**config.mk**
```make
export PLATFORM = sky130hd
export DESIGN_NAME = rational_arithmetic_unit
export DESIGN_NICKNAME = d
export VERILOG_FILES = /design/src/rau_pkg.sv /design/src/rational_arithmetic_unit.sv
export SDC_FILE = /design/constraint.sdc
export NUM_CORES = 2
export LEC_CHECK = 0
export ABC_AREA = 1
export ABC_CLOCK_PERIOD_IN_PS = 8200
export BUFFER_PORTS_ARGS = -buffer_cell sky130_fd_sc_hd__buf_2
export CORE_MARGIN = 2
export CORE_UTILIZATION = 53
export CTS_CLUSTER_DIAMETER = 200
export DETAILED_ROUTE_END_ITERATION = 8
export GPL_TIMING_DRIVEN = 0
export PLACE_DENSITY = 0.75
export SYNTH_ARGS = -nofsm -noshare
export SYNTH_HDL_FRONTEND = slang
export SYNTH_SLANG_ARGS = --single-unit
```
**constraint.sdc**
```tcl
create_clock -name clk -period 8.2 [get_ports clk]
set_input_delay 1.23 -clock clk [delete_from_list [all_inputs] [get_ports clk]]
set_output_delay 1.23 -clock clk [all_outputs]
set_load 0.01 [all_outputs]
```
**src/rau_pkg.sv**
```systemverilog
// Package for the rational arithmetic unit: payload structs and op codes.
// No dependencies.
`timescale 1ns / 1ps
`default_nettype none
package rau_pkg;
  localparam int OpW = 16;
  localparam int NumW = 33;
  localparam int DenW = 31;

  localparam logic [1:0] OP_ADD = 2'd0;
  localparam logic [1:0] OP_SUB = 2'd1;
  localparam logic [1:0] OP_MUL = 2'd2;
  localparam logic [1:0] OP_DIV = 2'd3;

  typedef struct packed {
    logic [1:0] opcode;
    logic signed [OpW-1:0] a_numerator;
    logic signed [OpW-1:0] a_denominator;
    logic signed [OpW-1:0] b_numerator;
    logic signed [OpW-1:0] b_denominator;
  } rau_in_t;

  typedef struct packed {
    logic signed [NumW-1:0] result_numerator;
    logic [DenW-1:0] result_denominator;
    logic status;
  } rau_out_t;
endpackage
`default_nettype wire

```
**src/rational_arithmetic_unit.sv**
```systemverilog
// Rational arithmetic unit: add, subtract, multiply or divide two fractions,
// reduced by a GCD that shares a subtractor with division. Uses rau_pkg.
//
// Usage:
//   Input channel in_valid/in_stall/in_data carries opcode and two fractions.
//   Output channel out_valid/out_stall/out_data carries the reduced fraction
//   and a status bit (1 on zero denominator, result 0/0).
//   in_stall is high while an item is in work; one transaction is handled
//   at a time. Steps: the multiply states S_MUL1 and S_MUL2 and the combine
//   state S_COMB, then a binary GCD on 33-bit magnitudes (one subtract or
//   shift per cycle), then two restoring divisions by the GCD at one
//   quotient bit per cycle, then the output state. A zero denominator or a
//   zero numerator goes from the GCD state straight to the output state,
//   skipping the divisions. The result sits in an output register until
//   out_stall is low. The next item may be accepted meanwhile, but its
//   result waits in the output state until the register has emptied.
//   Synchronous active low reset returns the sequencer to idle and drops
//   out_valid.
`timescale 1ns / 1ps
`default_nettype none
module rational_arithmetic_unit
  import rau_pkg::*;
(
  input  wire logic     clk,
  input  wire logic     rst_n,
  input  wire logic     in_valid,
  output logic          in_stall,
  input  wire rau_in_t  in_data,
  output logic          out_valid,
  input  wire logic     out_stall,
  output rau_out_t      out_data
);
  localparam int OPERAND_WIDTH = OpW;
  localparam int MW = 2 * OPERAND_WIDTH + 1;   // magnitude width
  localparam int CW = $clog2(MW + 1);
  localparam int SW = $clog2(MW + 1);

  localparam logic [3:0] S_IDLE = 4'd0, S_MUL1 = 4'd1, S_MUL2 = 4'd2, S_COMB = 4'd3,
                         S_GCD = 4'd4, S_DIVN = 4'd5, S_DIVD = 4'd6, S_OUT = 4'd7;

  logic [3:0] st_r, st_nxt;
  logic [1:0] op_r;
  logic [OPERAND_WIDTH-1:0] an_r, ad_r, bn_r, bd_r;  // magnitudes
  logic ans_r, ads_r, bns_r, bds_r;
  logic [MW-1:0] p1_r, p2_r, n_r, d_r;                 // products, num, den
  logic p1s_r, p2s_r, ns_r, ds_r;
  logic [MW-1:0] x_r, y_r;                               // gcd working pair
  logic [SW-1:0] k_r;                                   // common power of two
  logic [MW-1:0] g_r;                                   // gcd
  logic [MW-1:0] q_r, rem_r;
  logic [CW-1:0] cnt_r;
  logic [MW-1:0] qn_r;
  rau_out_t res_r;
  logic ov_r;

  // Magnitude of a two's-complement operand field.
  function automatic logic [OPERAND_WIDTH-1:0] mag_of(input logic [OPERAND_WIDTH-1:0] v);
    mag_of = v[OPERAND_WIDTH-1] ? (~v + 1'b1) : v;
  endfunction

  assign in_stall = (st_r != S_IDLE);
  assign out_valid = ov_r;
  assign out_data = res_r;

  // Shared multiplier operand selection.
  logic [OPERAND_WIDTH-1:0] mx, my;
  logic [MW-1:0] prod;
  always_comb begin
    mx = an_r; my = bd_r;
    if (st_r == S_MUL1) begin
      case (op_r)
        OP_MUL:  begin mx = an_r; my = bn_r; end
        default: begin mx = an_r; my = bd_r; end
      endcase
    end else begin
      case (op_r)
        OP_DIV:  begin mx = ad_r; my = bn_r; end
        default: begin mx = bn_r; my = ad_r; end
      endcase
    end
    prod = MW'(mx) * MW'(my);
  end

  // Shared subtractor used by the GCD and both divisions.
  logic [MW-1:0] sa, sb, sdiff;
  logic [MW:0] trial;
  logic [MW:0] rsh;
  always_comb begin
    rsh = {rem_r, q_r[MW-1]};
    sa = x_r; sb = y_r;
    if (st_r == S_DIVN || st_r == S_DIVD) begin
      sa = rsh[MW-1:0]; sb = g_r;
    end
    trial = {1'b0, sa} - {1'b0, sb};
    sdiff = trial[MW-1:0];
  end
  logic dge;
  assign dge = rsh[MW] || !trial[MW];

  logic [MW-1:0] sum_ext;
  logic p2neg;
  always_comb begin
    p2neg = (op_r == OP_SUB) ? ((p2_r != '0) && !p2s_r) : p2s_r;
    if (p1s_r == p2neg) sum_ext = p1_r + p2_r;
    else if (p1_r >= p2_r) sum_ext = p1_r - p2_r;
    else sum_ext = p2_r - p1_r;
  end

  always_ff @(posedge clk) begin
    if (!rst_n) begin
      st_r <= S_IDLE;
      ov_r <= 1'b0;
    end else begin
      st_r <= st_nxt;
      if (st_r == S_OUT && !ov_r) ov_r <= 1'b1;
      else if (ov_r && !out_stall) ov_r <= 1'b0;
    end
  end

  always_comb begin
    st_nxt = st_r;
    case (st_r)
      S_IDLE: if (in_valid) st_nxt = S_MUL1;
      S_MUL1: st_nxt = S_MUL2;
      S_MUL2: st_nxt = S_COMB;
      S_COMB: st_nxt = S_GCD;
      S_GCD: begin
        if (d_r == '0 || n_r == '0) st_nxt = S_OUT;
        else if (y_r == '0) st_nxt = S_DIVN;
      end
      S_DIVN: if (cnt_r == CW'(MW - 1)) st_nxt = S_DIVD;
      S_DIVD: if (cnt_r == CW'(MW - 1)) st_nxt = S_OUT;
      S_OUT: if (!ov_r) st_nxt = S_IDLE;
      default: st_nxt = S_IDLE;
    endcase
  end

  // Datapath registers.
  always_ff @(posedge clk) begin
    case (st_r)
      S_IDLE: begin
        op_r <= in_data.opcode;
        an_r <= mag_of(in_data.a_numerator[OPERAND_WIDTH-1:0]);
        ad_r <= mag_of(in_data.a_denominator[OPERAND_WIDTH-1:0]);
        bn_r <= mag_of(in_data.b_numerator[OPERAND_WIDTH-1:0]);
        bd_r <= mag_of(in_data.b_denominator[OPERAND_WIDTH-1:0]);
        ans_r <= in_data.a_numerator[OPERAND_WIDTH-1];
        ads_r <= in_data.a_denominator[OPERAND_WIDTH-1];
        bns_r <= in_data.b_numerator[OPERAND_WIDTH-1];
        bds_r <= in_data.b_denominator[OPERAND_WIDTH-1];
      end
      S_MUL1: begin
        p1_r <= prod;
        p1s_r <= (op_r == OP_MUL) ? (ans_r ^ bns_r) : (ans_r ^ bds_r);
        // denominator product ad*bd for add/sub/mul kept in d after combine
        d_r <= MW'(ad_r) * MW'(bd_r);
        ds_r <= ads_r ^ bds_r;
      end
      S_MUL2: begin
        p2_r <= prod;
        p2s_r <= (op_r == OP_DIV) ? (ads_r ^ bns_r) : (bns_r ^ ads_r);
      end
      S_COMB: begin
        if (op_r == OP_MUL || op_r == OP_DIV) begin
          n_r <= p1_r; ns_r <= p1s_r;
          x_r <= p1_r;
        end else begin
          n_r <= sum_ext;
          x_r <= sum_ext;
          ns_r <= (p1s_r == p2neg) ? p1s_r : ((p1_r >= p2_r) ? p1s_r : p2neg);
        end
        if (op_r == OP_DIV) begin
          d_r <= p2_r; ds_r <= p2s_r;
          y_r <= p2_r;
        end else begin
          y_r <= d_r;
        end
        k_r <= '0;
      end
      S_GCD: begin
        // Binary GCD: strip shared twos and lone twos, subtract odd pairs.
        if (y_r != '0) begin
          if (!x_r[0] && !y_r[0]) begin
            x_r <= x_r >> 1; y_r <= y_r >> 1; k_r <= k_r + 1'b1;
          end else if (!x_r[0]) x_r <= x_r >> 1;
          else if (!y_r[0]) y_r <= y_r >> 1;
          else if (!trial[MW]) begin
            x_r <= y_r; y_r <= sdiff;
          end else y_r <= y_r - x_r;
        end else begin
          g_r <= x_r << k_r;
          q_r <= n_r; rem_r <= '0; cnt_r <= '0;
        end
      end
      S_DIVN, S_DIVD: begin
        rem_r <= dge ? sdiff : rsh[MW-1:0];
        q_r <= {q_r[MW-2:0], dge};
        cnt_r <= cnt_r + 1'b1;
        if (cnt_r == CW'(MW - 1)) begin
          cnt_r <= '0;
          if (st_r == S_DIVN) begin
            qn_r <= {q_r[MW-2:0], dge};
            q_r <= d_r; rem_r <= '0;
          end else q_r <= {q_r[MW-2:0], dge};
        end
      end
      S_OUT: begin
        if (!ov_r) begin
          if (d_r == '0) begin
            res_r.result_numerator <= '0;
            res_r.result_denominator <= '0;
            res_r.status <= 1'b1;
          end else if (n_r == '0) begin
            res_r.result_numerator <= '0;
            res_r.result_denominator <= DenW'(1);
            res_r.status <= 1'b0;
          end else begin
            res_r.result_numerator <= (ns_r ^ ds_r) ? NumW'(-qn_r) : NumW'(qn_r);
            res_r.result_denominator <= q_r[DenW-1:0];
            res_r.status <= 1'b0;
          end
        end
      end
      default: ;
    endcase
  end
endmodule
`default_nettype wire

```
==> results.toml <==
[run_status]
status = "complete, no violations"

[clock_network]
cts.hold.buffers_added = 0
cts-root-buf = "sky130_fd_sc_hd__clkbuf_16"
tritoncts = "done"
clkLatencyLatePin_ns = 0.69
htree_levels = 2
clk_transition_reported_paths_ns = 0.06
clock_sinks = 483
cts-root-to-sink-buffers = 3
cts_inserted_buffers = 55

[detailed_routing]
remaining_drcs = 0
drt-initial-drc-count = 6401
total_vias_in_the_final_route = 50667
vias_per_cell = 5.73
totalWireLength_mm = 193
detailedRoute.firstPassIterationCount = 9
routed_wire_length_per_instance_um = 21.8
antenna_violating_nets_post_route = 0

[grt]
global_route.usage.met1 = 0.482
use_met3 = 0.0759
residual_overflow_from_global_routing = 0
globalRouteTotalUtil = 0.367
first_global_vias = 47788
grt_antenna_before_repair = 5
grtUsageMet2 = 0.575
most_utilized_layer_in_the_global_route_result = "met2"
wire_length_of_the_first_global_routing_pass_mm = 285
grt_start_max_net_pins = 43

[timing]
final_worst_path_cycle_share = 0.956
fin_worst_hold_slack_ns = 0.443
timing_worst_slew_pin_value_ns = 1.26
achievable-frequency_mhz = 128
setup_skew_after_layout_ns = 0.0659
report.final.setup_viol = 0
slew_headroom = 0.160
maxSlewViolCount = 0
period_needed_ns = 7.84
hold_violations = 0

[yosys]
synth_seq_cells = 483
synth-adder-area-share = 0.235
ys.flop_type = "sky130_fd_sc_hd__edfxtp_1"
synth_xor_area_frac = 0.0303
synth_fp_nets = 8069
synth_seq_area_share = 0.269
postSynthAreaPerCell_um2 = 7.43
synth-compound-area-share = 0.114
synth_area_mm2 = 0.0537
synth_cell_types = 58
muxShareOfSynthArea = 0.00354
synthArstFlopShare = 0
synth-warning-count = 0
dominant_combinational_cell_family_by_area_after_synthesis = "adder cells"
synth_simple_gate_area_frac = 0.232
synth_enable_flop_cells = 479
synth_cells = 7226

[worst_setup_path]
crit_path_end_kind = "flop"
rr_startpoint = "op_r[1]"
crit_path_start_kind = "flop"
worst-path-max-fanout = 10
worst_ep_arrival_time_ns = 8.20
worstSetupStartpoint = "op_r[1]"
worst-setup-path-type = "flop to flop"
data_required_time_at_the_worst_endpoint_ns = 8.56

[floorplanning]
floorplan.initialDensity = 0.535
coreArea_mm2 = 0.100
fp.dieW_um = 322
placement_rows = 116
die_area_mm2 = 0.104
dieHeight_um = 322
ios = 137

[cells_and_area]
drive_gt1_frac = 0.0583
fin_nets = 8278
final_core_util = 0.583
most_common_library_cell_in_the_layout_ignoring_fill_and_taps = "sky130_fd_sc_hd__nand2_1"
syn2layout_area_growth_pct = 8.91
commonest_non_fill_non_tap_cells_in_the_layout = "sky130_fd_sc_hd__nand2_1, sky130_fd_sc_hd__inv_1, sky130_fd_sc_hd__nor2_1, sky130_fd_sc_hd__edfxtp_1, sky130_fd_sc_hd__o21ai_0"

[placement]
dpl.hpwl_mm = 160
globalplace.congestion = 1.11
io_buffer_count = 136

[min_path]
hold_path_startpoint = "q_r[18]"
hp-class = "flop to flop"

[run]
maxCapViolations = 0
==> what timing repair did <==
| item | 4_1_cts | 5_1_grt |
|---|---|---|
| endpoints found under the setup margin | 22 | 30 |
| resized for setup | 3 | 26 |
| buffers inserted | 0 | 3 |
==> cells by family after synthesis <==
kind of cell	count (synthesis)
AOI/OAI and AO/OA	1106
xor gates and xnor gates	186
adders and majority gates	773
buffers and inverters	1611
DFF	483
muxes	19
and+or+nand+nor	3048
==> through the flow <==
step           TNS, ns  cell area [um^2]  std cells  worst slack [ns]
2_1_floorplan        0             53700       7226             0.431
3_3_place_gp    -61.93             56100       8719             -1.95
3_5_place_dp     -3.23             56300       8732            -0.418
4_1_cts              0             58300       8835            0.0544
5_1_grt        -0.0443             58500       8838           -0.0222
6_report             0             58500       8841             0.361
==> worst paths after layout <==
path | slack (ns) | to | cells after the start
hold reg to reg | 0.44 | qn_r[19] | 0
setup / recovery | 0.36 | p1_r[23] | 27
setup reg to reg | 0.36 | p1_r[23] | 27
hold / removal | 0.44 | qn_r[19] | 0
==> cell type report <==
type | count | area, um^2
Antenna cell | 3 | 7.51
Buffer | 265 | 1190
Clock buffer | 62 | 1400
Clock inverter | 41 | 574
Fill cell | 9428 | 41800
Inverter | 1345 | 5050
Multi-Input combinational cell | 5132 | 33200
Sequential cell | 483 | 14500
Tap cell | 1357 | 1700
Timing Repair Buffer | 153 | 930
==> synth_stat cells, types with 4 or more instances <==
master | count | area, um^2
sky130_fd_sc_hd__nand2_1 | 1846 | 6930
sky130_fd_sc_hd__inv_1 | 1316 | 4940
sky130_fd_sc_hd__nor2_1 | 621 | 2330
sky130_fd_sc_hd__edfxtp_1 | 479 | 14400
sky130_fd_sc_hd__o21ai_0 | 454 | 2270
sky130_fd_sc_hd__a21oi_1 | 394 | 1970
sky130_fd_sc_hd__fa_1 | 393 | 7870
sky130_fd_sc_hd__ha_1 | 380 | 4750
sky130_fd_sc_hd__nand3_1 | 340 | 1700
sky130_fd_sc_hd__clkbuf_1 | 182 | 683
sky130_fd_sc_hd__xor2_1 | 106 | 928
sky130_fd_sc_hd__xnor2_1 | 80 | 701
sky130_fd_sc_hd__nor3_1 | 73 | 365
sky130_fd_sc_hd__nand4_1 | 68 | 425
sky130_fd_sc_hd__o21ai_1 | 49 | 245
sky130_fd_sc_hd__buf_2 | 47 | 235
sky130_fd_sc_hd__o211ai_1 | 30 | 225
sky130_fd_sc_hd__a21boi_0 | 28 | 210
sky130_fd_sc_hd__or2_2 | 27 | 169
sky130_fd_sc_hd__a21oi_2 | 24 | 210
sky130_fd_sc_hd__nor4_1 | 24 | 150
sky130_fd_sc_hd__o21a_1 | 20 | 150
sky130_fd_sc_hd__buf_4 | 19 | 143
sky130_fd_sc_hd__mux2i_1 | 19 | 190
sky130_fd_sc_hd__inv_2 | 18 | 67.6
sky130_fd_sc_hd__o21bai_1 | 15 | 113
sky130_fd_sc_hd__a31oi_1 | 14 | 87.6
sky130_fd_sc_hd__a21o_1 | 13 | 97.6
sky130_fd_sc_hd__nand3b_1 | 13 | 97.6
sky130_fd_sc_hd__buf_1 | 12 | 45.0
sky130_fd_sc_hd__a32oi_1 | 11 | 96.3
sky130_fd_sc_hd__and2_1 | 11 | 68.8
sky130_fd_sc_hd__clkinv_1 | 11 | 41.3
sky130_fd_sc_hd__nor2_2 | 10 | 62.6
sky130_fd_sc_hd__a211oi_1 | 7 | 52.6
sky130_fd_sc_hd__a22oi_1 | 7 | 52.6
sky130_fd_sc_hd__o22ai_1 | 7 | 43.8
sky130_fd_sc_hd__buf_6 | 6 | 67.6
sky130_fd_sc_hd__o31ai_1 | 6 | 45.0
sky130_fd_sc_hd__o32ai_1 | 6 | 52.6
sky130_fd_sc_hd__a32oi_2 | 5 | 81.3
sky130_fd_sc_hd__a21boi_1 | 4 | 30.0
sky130_fd_sc_hd__dfxtp_1 | 4 | 80.1
sky130_fd_sc_hd__o21ai_2 | 4 | 35.0
==> flip-flops by register name, indices dropped and copies added (netlist names), 32 cells and up <==
| signal | count |
|---|---|
| d_r | 33 |
| x_r | 33 |
| out_data | 65 |
| g_r | 33 |
| qn_r | 33 |
| q_r | 33 |
| rem_r | 33 |
| n_r | 33 |
| p1_r | 32 |
| p2_r | 32 |
| y_r | 33 |
==> worst max-delay path: stages (launching register included) <==
cell and delay [ns]:
sky130_fd_sc_hd__edfxtp_1 0.50, sky130_fd_sc_hd__nand2_1 0.26, sky130_fd_sc_hd__clkbuf_1 0.38, sky130_fd_sc_hd__clkbuf_1 0.59, sky130_fd_sc_hd__nand2_1 0.10, sky130_fd_sc_hd__nand3_1 0.13, sky130_fd_sc_hd__o21ai_2 0.20, sky130_fd_sc_hd__inv_1 0.38
sky130_fd_sc_hd__nand2_1 0.13, sky130_fd_sc_hd__fa_1 0.49, sky130_fd_sc_hd__inv_1 0.05, sky130_fd_sc_hd__fa_1 0.50, sky130_fd_sc_hd__inv_1 0.06, sky130_fd_sc_hd__fa_1 0.52, sky130_fd_sc_hd__inv_1 0.05, sky130_fd_sc_hd__fa_1 0.45
sky130_fd_sc_hd__fa_1 0.50, sky130_fd_sc_hd__inv_1 0.05, sky130_fd_sc_hd__fa_1 0.48, sky130_fd_sc_hd__inv_1 0.04, sky130_fd_sc_hd__ha_1 0.34, sky130_fd_sc_hd__a21oi_1 0.21, sky130_fd_sc_hd__inv_1 0.06, sky130_fd_sc_hd__a21oi_1 0.11
sky130_fd_sc_hd__o21ai_1 0.19, sky130_fd_sc_hd__a21boi_0 0.38, sky130_fd_sc_hd__o21ai_0 0.19, sky130_fd_sc_hd__xor2_1 0.19
==> per-layer routing <==
metal,wire length (um),vias up
met5,259,-
met4,11100,10
met3,21000,540
met2,84100,3031
met1,76000,23697
li1,-,23389
Power is not shown: default switching activity piles up to over one toggle a cycle in this logic, so the estimate is an artifact.
